==> src/hw/rtl/assert_macros.svh <==
// Assertion macros shared by the remap table RTL.
// No dependencies; included by files that carry concurrent checks.
`ifndef ASSERT_MACROS_SVH
`define ASSERT_MACROS_SVH
`ifndef SYNTH
// Check a property on every rising edge outside reset.
`define ASSERT_AT(lbl, clk, rst_n, prop, msg) \
	lbl: assert property (@(posedge clk) disable iff (!rst_n) prop) else $error(msg);
// Check that a condition never holds outside reset.
`define ASSERT_NEVER(lbl, clk, rst_n, cond, msg) \
	lbl: assert property (@(posedge clk) disable iff (!rst_n) !(cond)) else $error(msg);
`else
`define ASSERT_AT(lbl, clk, rst_n, prop, msg)
`define ASSERT_NEVER(lbl, clk, rst_n, cond, msg)
`endif
`endif

==> src/hw/rtl/rwrt_pkg.sv <==
// Package for the refcounted remap window table: types, codes and sizes.
// No dependencies; imported by the scan unit, the top level and the testbench.
package rwrt_pkg;

	localparam int RWRT_ENTRIES   = 64;
	localparam int RWRT_PAGE_LOG2 = 12;
	localparam int FRAME_SHIFT    = 12;
	localparam int FRAME_W        = 20;
	localparam int REFS_W         = 12;
	localparam int ADDR_W         = 32;

	localparam logic [REFS_W-1:0] REF_MAX = '1;

	// Request op codes
	localparam logic [1:0] OP_MAP    = 2'd0;
	localparam logic [1:0] OP_UNMAP  = 2'd1;
	localparam logic [1:0] OP_LOCATE = 2'd2;

	// Response status codes
	localparam logic [3:0] STS_HIT        = 4'd0;
	localparam logic [3:0] STS_NEW        = 4'd1;
	localparam logic [3:0] STS_FULL       = 4'd2;
	localparam logic [3:0] STS_GRANT_FAIL = 4'd3;
	localparam logic [3:0] STS_NOT_MAPPED = 4'd4;
	localparam logic [3:0] STS_RELEASED   = 4'd5;
	localparam logic [3:0] STS_FREED      = 4'd6;
	localparam logic [3:0] STS_LOCATED    = 4'd7;
	localparam logic [3:0] STS_SATURATED  = 4'd8;

	typedef struct packed {
		logic [1:0]        op;
		logic [ADDR_W-1:0] phys_addr;
		logic [4:0]        size_log2;
		logic              backing_ok;
	} req_t;

	typedef struct packed {
		logic [3:0]        status;
		logic [5:0]        window_index;
		logic [ADDR_W-1:0] mapped_addr;
		logic [REFS_W-1:0] ref_count;
	} rsp_t;

	typedef struct packed {
		logic [FRAME_W-1:0] frame;
		logic [REFS_W-1:0]  refs;
	} entry_t;

	typedef enum logic [1:0] {
		S_CLEAR,
		S_IDLE,
		S_SCAN,
		S_UPDATE
	} state_t;

	// Sequencer to scan unit
	typedef struct packed {
		logic clear;
		logic check;
	} scan_ctl_t;

	// Scan unit to sequencer
	typedef struct packed {
		logic hit;
		logic free;
	} scan_flags_t;

endpackage

==> src/hw/rtl/rwrt_ram.sv <==
// Generic single write port, single read port RAM with registered read.
// Depends on nothing; used for the remap entry store.
module rwrt_ram #(
	parameter int WIDTH = 32,
	parameter int DEPTH = 64
) (
	input  logic                     clk,
	input  logic                     we,
	input  logic [$clog2(DEPTH)-1:0] waddr,
	input  logic [WIDTH-1:0]         wdata,
	input  logic [$clog2(DEPTH)-1:0] raddr,
	output logic [WIDTH-1:0]         rdata
);

	logic [WIDTH-1:0] mem [DEPTH];

	// Write and registered read
	always_ff @(posedge clk) begin
		if (we) begin
			mem[waddr] <= wdata;
		end
		rdata <= mem[raddr];
	end

endmodule

==> src/hw/rtl/rwrt_scan.sv <==
// Scan unit: compares one table entry per cycle, while ctl.check is high, against the request frame
// and keeps the lowest matching used entry and the lowest free entry. Uses rwrt_pkg.
module rwrt_scan
	import rwrt_pkg::*;
#(
	parameter int ENTRIES = RWRT_ENTRIES
) (
	input  logic                       clk,
	input  logic                       arst_n,
	input  scan_ctl_t                  ctl,
	input  logic [$clog2(ENTRIES)-1:0] idx,
	input  entry_t                     entry,
	input  logic [FRAME_W-1:0]         key,
	output scan_flags_t                flags,
	output logic [$clog2(ENTRIES)-1:0] hit_idx,
	output logic [REFS_W-1:0]          hit_refs,
	output logic [$clog2(ENTRIES)-1:0] free_idx
);

	localparam int IDX_W = $clog2(ENTRIES);

	logic             hit_q;
	logic             free_q;
	logic [IDX_W-1:0] hit_idx_q;
	logic [REFS_W-1:0] hit_refs_q;
	logic [IDX_W-1:0] free_idx_q;
	logic             used;
	logic             match;

	// Compare the current entry
	assign used  = (entry.refs != '0);
	assign match = used && (entry.frame == key);

	// Track first hit and first free slot
	always_ff @(posedge clk or negedge arst_n) begin
		if (!arst_n) begin
			hit_q  <= 1'b0;
			free_q <= 1'b0;
		end else if (ctl.clear) begin
			hit_q  <= 1'b0;
			free_q <= 1'b0;
		end else if (ctl.check) begin
			if (!hit_q && match) begin
				hit_q <= 1'b1;
			end
			if (!free_q && !used) begin
				free_q <= 1'b1;
			end
		end
	end

	// Capture index and count of the first hit and free slot
	always_ff @(posedge clk) begin
		if (ctl.check && !ctl.clear) begin
			if (!hit_q && match) begin
				hit_idx_q  <= idx;
				hit_refs_q <= entry.refs;
			end
			if (!free_q && !used) begin
				free_idx_q <= idx;
			end
		end
	end

	assign flags.hit  = hit_q;
	assign flags.free = free_q;
	assign hit_idx    = hit_idx_q;
	assign hit_refs   = hit_refs_q;
	assign free_idx   = free_idx_q;

endmodule

==> src/hw/rtl/refcounted_window_remap_table_core.sv <==
// Top level of the refcounted remap window table: sequencer, entry RAM,
// scan unit and response register. Uses rwrt_pkg, rwrt_ram, rwrt_scan.
//
//   channel  | signals                      | carries
//   ---------+------------------------------+--------------------------------
//   req      | req_valid, req_ready, req    | op, phys_addr, size_log2, grant
//   rsp      | rsp_valid, rsp_ready, rsp    | status, index, address, count
//   cfg      | cfg_valid, cfg_ready, window_base | window base register
//
// After reset the entry RAM is cleared, one entry per cycle, with req_ready
// low; cfg writes are taken at any time.
// After a request is taken req_ready stays low while S_SCAN reads every entry through
// the single RAM read port and compares the last one and S_UPDATE writes the table; it
// rises again in S_IDLE, so a new request is taken only after the previous update.
// The response sits in an output register; a stalled rsp holds the next
// request in its update cycle until the register frees.
`include "assert_macros.svh"
module refcounted_window_remap_table_core
	import rwrt_pkg::*;
#(
	parameter int ENTRIES   = RWRT_ENTRIES,
	parameter int PAGE_LOG2 = RWRT_PAGE_LOG2
) (
	input  logic              clk,
	input  logic              arst_n,
	input  logic              req_valid,
	output logic              req_ready,
	input  req_t              req,
	output logic              rsp_valid,
	input  logic              rsp_ready,
	output rsp_t              rsp,
	input  logic              cfg_valid,
	output logic              cfg_ready,
	input  logic [ADDR_W-1:0] window_base
);

	localparam int IDX_W = $clog2(ENTRIES);
	localparam logic [IDX_W-1:0] LAST_IDX = IDX_W'(ENTRIES - 1);
	localparam logic [FRAME_W-1:0] FRAME_LO_MASK =
		FRAME_W'((1 << (PAGE_LOG2 - FRAME_SHIFT)) - 1);
	localparam logic [ADDR_W-1:0] PAGE_MASK = ADDR_W'((64'd1 << PAGE_LOG2) - 1);

	state_t            state_q;
	state_t            state_d;
	logic [ADDR_W-1:0] window_base_q;
	req_t              req_q;
	logic [IDX_W-1:0]  clr_idx_q;
	logic [IDX_W-1:0]  rd_idx_q;
	logic              rd_done_q;
	logic              chk_vld_s1;
	logic              chk_last_s1;
	logic [IDX_W-1:0]  chk_idx_s1;
	logic              rsp_valid_q;
	rsp_t              rsp_q;

	logic              accept;
	logic              rd_issue;
	logic              upd_fire;
	logic              clr_we;
	logic              clr_last;
	logic [FRAME_W-1:0] key;

	scan_ctl_t         scan_ctl;
	scan_flags_t       scan_flags;
	logic [IDX_W-1:0]  hit_idx;
	logic [REFS_W-1:0] hit_refs;
	logic [IDX_W-1:0]  free_idx;

	entry_t            rd_entry;
	logic              ram_we;
	logic [IDX_W-1:0]  ram_waddr;
	entry_t            ram_wdata;

	logic              upd_we;
	logic [IDX_W-1:0]  upd_idx;
	entry_t            upd_entry;
	logic [3:0]        upd_sts;
	logic              upd_has_entry;
	logic [REFS_W-1:0] upd_refs;
	logic [REFS_W-1:0] dec_refs;
	logic [ADDR_W-1:0] upd_addr;
	rsp_t              rsp_d;

	// Configuration register
	assign cfg_ready = 1'b1;

	always_ff @(posedge clk or negedge arst_n) begin
		if (!arst_n) begin
			window_base_q <= '0;
		end else if (cfg_valid) begin
			window_base_q <= window_base;
		end
	end

	// Next state
	always_comb begin
		state_d = state_q;
		unique case (state_q)
			S_CLEAR: begin
				if (clr_last) begin
					state_d = S_IDLE;
				end
			end
			S_IDLE: begin
				if (req_valid) begin
					state_d = S_SCAN;
				end
			end
			S_SCAN: begin
				if (chk_last_s1) begin
					state_d = S_UPDATE;
				end
			end
			S_UPDATE: begin
				if (!rsp_valid_q || rsp_ready) begin
					state_d = S_IDLE;
				end
			end
			default: state_d = S_CLEAR;
		endcase
	end

	// Sequencer outputs
	always_comb begin
		req_ready = 1'b0;
		clr_we    = 1'b0;
		rd_issue  = 1'b0;
		upd_fire  = 1'b0;
		unique case (state_q)
			S_CLEAR:  clr_we = 1'b1;
			S_IDLE:   req_ready = 1'b1;
			S_SCAN:   rd_issue = !rd_done_q;
			S_UPDATE: upd_fire = !rsp_valid_q || rsp_ready;
			default:  clr_we = 1'b0;
		endcase
	end

	assign accept   = req_valid && req_ready;
	assign clr_last = (clr_idx_q == LAST_IDX);

	always_ff @(posedge clk or negedge arst_n) begin
		if (!arst_n) begin
			state_q <= S_CLEAR;
		end else begin
			state_q <= state_d;
		end
	end

	// Clear pass counter
	always_ff @(posedge clk or negedge arst_n) begin
		if (!arst_n) begin
			clr_idx_q <= '0;
		end else if (clr_we && !clr_last) begin
			clr_idx_q <= clr_idx_q + IDX_W'(1);
		end
	end

	// Hold the request
	always_ff @(posedge clk) begin
		if (accept) begin
			req_q <= req;
		end
	end

	assign key = req_q.phys_addr[ADDR_W-1:FRAME_SHIFT] & ~FRAME_LO_MASK;

	// Advance the scan read pointer
	always_ff @(posedge clk or negedge arst_n) begin
		if (!arst_n) begin
			rd_idx_q  <= '0;
			rd_done_q <= 1'b0;
		end else if (accept) begin
			rd_idx_q  <= '0;
			rd_done_q <= 1'b0;
		end else if (rd_issue) begin
			if (rd_idx_q == LAST_IDX) begin
				rd_done_q <= 1'b1;
			end else begin
				rd_idx_q <= rd_idx_q + IDX_W'(1);
			end
		end
	end

	// Track read data arriving from the RAM
	always_ff @(posedge clk or negedge arst_n) begin
		if (!arst_n) begin
			chk_vld_s1  <= 1'b0;
			chk_last_s1 <= 1'b0;
		end else begin
			chk_vld_s1  <= rd_issue;
			chk_last_s1 <= rd_issue && (rd_idx_q == LAST_IDX);
		end
	end

	always_ff @(posedge clk) begin
		chk_idx_s1 <= rd_idx_q;
	end

	// Entry store
	assign ram_we    = clr_we || (upd_fire && upd_we);
	assign ram_waddr = clr_we ? clr_idx_q : upd_idx;
	assign ram_wdata = clr_we ? entry_t'('0) : upd_entry;

	rwrt_ram #(
		.WIDTH ($bits(entry_t)),
		.DEPTH (ENTRIES)
	) u_ram (
		.clk   (clk),
		.we    (ram_we),
		.waddr (ram_waddr),
		.wdata (ram_wdata),
		.raddr (rd_idx_q),
		.rdata (rd_entry)
	);

	// Compare unit
	assign scan_ctl.clear = accept;
	assign scan_ctl.check = chk_vld_s1;

	rwrt_scan #(
		.ENTRIES (ENTRIES)
	) u_scan (
		.clk      (clk),
		.arst_n   (arst_n),
		.ctl      (scan_ctl),
		.idx      (chk_idx_s1),
		.entry    (rd_entry),
		.key      (key),
		.flags    (scan_flags),
		.hit_idx  (hit_idx),
		.hit_refs (hit_refs),
		.free_idx (free_idx)
	);

	// Decide the table update and the response
	assign dec_refs = hit_refs - REFS_W'(1);

	always_comb begin
		upd_we        = 1'b0;
		upd_idx       = hit_idx;
		upd_entry     = '{frame: key, refs: hit_refs};
		upd_sts       = STS_NOT_MAPPED;
		upd_has_entry = 1'b0;
		upd_refs      = '0;
		unique case (req_q.op)
			OP_MAP: begin
				priority if (scan_flags.hit) begin
					upd_has_entry = 1'b1;
					if (hit_refs == REF_MAX) begin
						upd_sts  = STS_SATURATED;
						upd_refs = REF_MAX;
					end else begin
						upd_sts        = STS_HIT;
						upd_we         = 1'b1;
						upd_refs       = hit_refs + REFS_W'(1);
						upd_entry.refs = upd_refs;
					end
				end else if (!scan_flags.free) begin
					upd_sts = STS_FULL;
				end else if (!req_q.backing_ok) begin
					upd_sts = STS_GRANT_FAIL;
				end else begin
					upd_sts       = STS_NEW;
					upd_has_entry = 1'b1;
					upd_we        = 1'b1;
					upd_idx       = free_idx;
					upd_refs      = REFS_W'(1);
					upd_entry     = '{frame: key, refs: REFS_W'(1)};
				end
			end
			OP_UNMAP: begin
				if (scan_flags.hit) begin
					upd_has_entry = 1'b1;
					upd_we        = 1'b1;
					upd_refs      = dec_refs;
					if (dec_refs == '0) begin
						upd_sts   = STS_FREED;
						upd_entry = '0;
					end else begin
						upd_sts        = STS_RELEASED;
						upd_entry.refs = dec_refs;
					end
				end
			end
			default: begin
				// Locate and the spare code only locate the entry
				if (scan_flags.hit) begin
					upd_has_entry = 1'b1;
					upd_sts       = STS_LOCATED;
					upd_refs      = hit_refs;
				end
			end
		endcase
	end

	// Window address: base plus entry page plus page offset
	assign upd_addr = window_base_q
		+ ((ADDR_W'(upd_idx) << PAGE_LOG2) | (req_q.phys_addr & PAGE_MASK));

	always_comb begin
		rsp_d.status       = upd_sts;
		rsp_d.window_index = upd_has_entry ? 6'(upd_idx) : '0;
		rsp_d.mapped_addr  = upd_has_entry ? upd_addr : '0;
		rsp_d.ref_count    = upd_refs;
	end

	// Response register
	always_ff @(posedge clk or negedge arst_n) begin
		if (!arst_n) begin
			rsp_valid_q <= 1'b0;
		end else if (upd_fire) begin
			rsp_valid_q <= 1'b1;
		end else if (rsp_ready) begin
			rsp_valid_q <= 1'b0;
		end
	end

	always_ff @(posedge clk) begin
		if (upd_fire) begin
			rsp_q <= rsp_d;
		end
	end

	assign rsp_valid = rsp_valid_q;
	assign rsp       = rsp_q;

	// Checks
	`ASSERT_AT(a_last_in_scan, clk, arst_n, chk_last_s1 |-> state_q == S_SCAN, "scan end outside scan")
	`ASSERT_AT(a_hit_used, clk, arst_n, (state_q == S_UPDATE && scan_flags.hit) |-> hit_refs != '0, "hit on free entry")
	`ASSERT_AT(a_fire_loads_rsp, clk, arst_n, upd_fire |=> rsp_valid_q, "update did not load response")
	`ASSERT_AT(a_live_count, clk, arst_n, (rsp_valid_q && (rsp_q.status == STS_HIT || rsp_q.status == STS_NEW || rsp_q.status == STS_RELEASED)) |-> rsp_q.ref_count != '0, "live entry with zero count")
	`ASSERT_AT(a_none_zero, clk, arst_n, (rsp_valid_q && (rsp_q.status == STS_FULL || rsp_q.status == STS_GRANT_FAIL || rsp_q.status == STS_NOT_MAPPED)) |-> (rsp_q.window_index == '0 && rsp_q.mapped_addr == '0), "no-entry response carries an index")

endmodule

==> config.mk <==
export PLATFORM = sky130hd
export DESIGN_NAME = refcounted_window_remap_table_core
export DESIGN_NICKNAME = d
export VERILOG_FILES = /design/src/hw/rtl/rwrt_pkg.sv /design/src/hw/rtl/rwrt_ram.sv /design/src/hw/rtl/rwrt_scan.sv /design/src/hw/rtl/refcounted_window_remap_table_core.sv
export VERILOG_INCLUDE_DIRS = /design/src /design/src/hw/rtl
export SDC_FILE = /design/constraint.sdc
export NUM_CORES = 2
export LEC_CHECK = 0
export ABC_AREA = 1
export BUFFER_PORTS_ARGS = -buffer_cell sky130_fd_sc_hd__buf_2
export CAP_MARGIN = 10
export CORE_ASPECT_RATIO = 1.75
export CORE_UTILIZATION = 60
export DETAILED_ROUTE_END_ITERATION = 12
export GPL_TIMING_DRIVEN = 0
export PLACE_DENSITY = 0.76
export SETUP_SLACK_MARGIN = 0.05
export SLEW_MARGIN = 25
export SYNTH_ARGS = -nofsm -noshare
export SYNTH_HDL_FRONTEND = slang
export SYNTH_HIERARCHICAL = 1
export SYNTH_SLANG_ARGS = --single-unit
==> constraint.sdc <==
create_clock -name clk -period 15.1 [get_ports clk]
set_clock_uncertainty 0.05 [all_clocks]
set_input_delay 2.265 -clock clk [delete_from_list [all_inputs] [get_ports clk]]
set_output_delay 2.265 -clock clk [all_outputs]
set_load 0.02 [all_outputs]
==> metrics.yaml <==
finish:
  final_cells: 10718
  synthToLayoutAreaGrowth_pct: 17.05
  drive_gt1_share_pct: 14.36
  fin_util_pct: 70.84
  final_cell_area_um2: 108500
  nNetsFinal: 8626
setup_path:
  critPathBufInv: 6
  r2r_end: "u_ram/mem[42][17]$_DFFE_PP_"
  r2r_start: "req_q[39]$_DFFE_PP_"
  slowest_stage: "nor2_4"
  critical-path-top-delay-family: "simple AND/OR/NAND/NOR gates"
  cp-end-kind: "flop"
  crit_path_start: "req_q[39]$_DFFE_PP_"
  path_max_fanout: 15
  cp_slowest_stage_delay_ns: 1.02
  cp.required_ns: 15.63
  cp-start-kind: "flop"
  ff2ff_path_depth: 12
  rrSetupSlack_ns: 8.87
  crit_type: "reg2reg"
  arrival_ns: 6.76
  cp_cell_sequence: "nor2_2 > inv_2 > nor3_2 > inv_1 > o21ai_1 > o21ai_0 > clkbuf_1 > inv_1 > nand4_1 > nor2_4 > buf_16 > buf_16"
floorplan:
  core_um2: 153100
  top_level_ports: 134
  start_util_pct: 60.52
  die_h_um: 521.9
  die_w_um: 299.1
  die-area_um2: 156100
  rows: 190
cts:
  cts_buffers: 200
  cts.sinks: 2251
  tritoncts: "built"
  htreeDepth: 4
  cts-root-buf: "clkbuf_16"
  clockBufferDepth: 4
  clkTransAtPathRegs_ns: 0.07
  post_cts_buffers: 0
  postCtsHoldBufs: 0
  insertion_delay_ns: 0.89
  post_cts_resize_count: 0
worst_hold_path:
  hold_start: "rd_idx_q[5]$_DFFE_PN0P_"
  worstHoldPathCells: 0
  min_path_type: "reg2reg"
  holdPathEnd: "chk_idx_s1[5]$_DFF_P_"
timing:
  setup_viol: 0
  tightest_slew_ns: 1.217
  fmax_mhz: 160.6
  worst_slack_ns: 8.875
  fin_crit_ns: 6.225
  rsz0062_at_grt: "no"
  min_period_over_period_pct: 41.23
  fin_hold_ws_ns: 0.3587
  relSlewSlack_pct: 18.21
  slew_violations: 0
  hold_violations: 0
placement:
  post-dp-hpwl_um: 287500
  gp_congestion: 1.065
  numPortBuffers: 126
  dp.cells: 10332
  dp_slack_ns: 8.622
  dpl_cell_area_um2: 101900
global_route:
  grt_start_max_net_pins: 53
  overflow: 0
  grt_pass1_vias: 67838
  globalRouteTotalUtil_pct: 51.10
  grt_pass1_wl_um: 535400
  grt_antenna_before_repair: 50
outcome:
  status: "completed"
logic_synthesis:
  synth.net_count: 8015
  yosysTopAreaCellShare_pct: 70.03
  synth_cell_type_count: 56
  ys_seq_area_share_pct: 72.26
  syn_area_per_cell_um2: 11.72
  syn-cell-area_um2: 92660
  synth_largest_area_cell: "edfxtp_1"
  netlist_instances: 7907
  synth_area_leaders: "edfxtp_1 70%, nand3_1 11%, nand2_1 10%"
  yosysWarnings: 6
  ys_ff_latch: 2251
route:
  drcViolationCount: 0
  drt-vias-per-instance: 6.732
  drt-initial-drc-count: 12391
  vias: 72157
  drt_wl_total_um: 397100
  drt_first_pass_iters: 7
  ant_nets: 0
  wl_per_cell_um: 37.05
power_and_ir_drop:
  power_leakage_nw: 40.04
  vdd_ir_drop_max_mv: 0.1520
  pwr_density_cell_nw_per_um2: 201.8
flow_run:
  drv_cap: 0
## how the worst max path moves through the flow
stage / slack, ns / to / depth (start not counted)
2_1_floorplan: 5.93 / u_ram/mem[48][0]$_DFFE_PP_ / 9
3_3_place_gp: -3.13 / u_ram/mem[48][21]$_DFFE_PP_ / 10
3_5_place_dp: 8.62 / u_ram/mem[53][21]$_DFFE_PP_ / 16
4_1_cts: 9.18 / u_ram/mem[11][0]$_DFFE_PP_ / 12
5_1_grt: 8.91 / u_ram/mem[11][0]$_DFFE_PP_ / 12
6_report: 8.87 / u_ram/mem[42][17]$_DFFE_PP_ / 12
## metrics by stage
step	setup TNS (ns)	total power, mW
6_report	0	21.88
5_1_grt	0	22.10
4_1_cts	0	21.18
3_5_place_dp	0	16.11
3_3_place_gp	-713.10	15.60
2_1_floorplan	0	11.78
## final cells by class
cell class	instances	area, um2
inverter	153	594.3
clock buffer	232	5167
clock inverter	126	1292
timing repair buffer	409	6036
fill	10515	44640
sequential	2251	66950
multi-input combinational	5024	23340
buffer	479	2479
tap	2016	2522
antenna	28	70.07
## routing by layer
metal | GRT usage (%) | vias to the layer above | share of wire [%]
met4 | 52.92 | 38 | 13
met3 | 17.86 | 2162 | 14
met5 | 0 | - | 0.072
li1 | - | 29159 | -
met2 | 78.48 | 6613 | 45
met1 | 52.96 | 34185 | 28
## cells in the final DEF, fill, tap and decap left out, types with 11 or more instances in the layout
cell type	instances
clkbuf_2	14
nor3_1	18
o21ai_1	20
nor2_1	122
clkinv_1	50
clkbuf_16	202
ha_1	30
nand3_1	1964
clkbuf_1	108
a21oi_1	64
buf_4	75
nand2_4	21
buf_2	471
clkinv_2	33
buf_16	124
nand4_1	22
dfrtp_1	52
bufinv_16	25
buf_1	35
mux2_2	22
buf_6	12
nor2_4	85
edfxtp_1	2161
buf_12	73
nand2_1	2499
xor2_1	11
diode_2	28
o21ai_0	52
dfxtp_1	38
inv_1	133
## kinds of logic after synthesis
group | after synthesis | share of synthesized area (%)
buf+inv | 632 | 3.275
flops | 2251 | 72.26
fa+ha+maj | 31 | 0.4267
compound gates | 176 | 1.053
mux | 22 | 0.2674
other cells | 1 | 0.004047
simple gates | 4777 | 22.55
xor+xnor | 17 | 0.1607
## sequential cells by signal, summed over array words and instances (netlist names), 12 cells and up
signal,count
key,20
req_q,15
u_ram/rdata,32
window_base_q,32
rsp,54
u_ram/mem,2048
u_scan/hit_refs,12
## synthesized netlist by cell type (all sizes together)
| master | number |
|---|---|
| fa | 1 |
| nor3 | 20 |
| nand3 | 1969 |
| ha | 30 |
| o221ai | 3 |
| o22ai | 2 |
| o211ai | 9 |
| nor2 | 217 |
| conb | 1 |
| dfxtp | 38 |
| o21a | 3 |
| a21boi | 1 |
| a31oi | 3 |
| o21ai | 72 |
| clkinv | 3 |
| a221oi | 1 |
| dfrtp | 52 |
| o2111ai | 2 |
| buf | 387 |
| edfxtp | 2161 |
| xor2 | 11 |
| or3 | 1 |
| o21bai | 5 |
| mux2 | 22 |
| a21o | 5 |
| clkbuf | 92 |
| nand2 | 2529 |
| xnor2 | 6 |
| nand4 | 22 |
| a211oi | 1 |
| or2 | 7 |
| nor3b | 2 |
| nor4 | 8 |
| o31ai | 1 |
| inv | 150 |
| nand3b | 2 |
| a21oi | 67 |
| a211o | 1 |
## power by group
part | internal (mW) | leakage (nW) | switching, mW
logic | 1.98 | 16.4 | 6.98
clock network | 2.88 | 3.15 | 2.31
registers | 7.59 | 20.5 | 0.141
total | 12.5 | 40.0 | 9.43
Power figures use the tool's default switching activity.
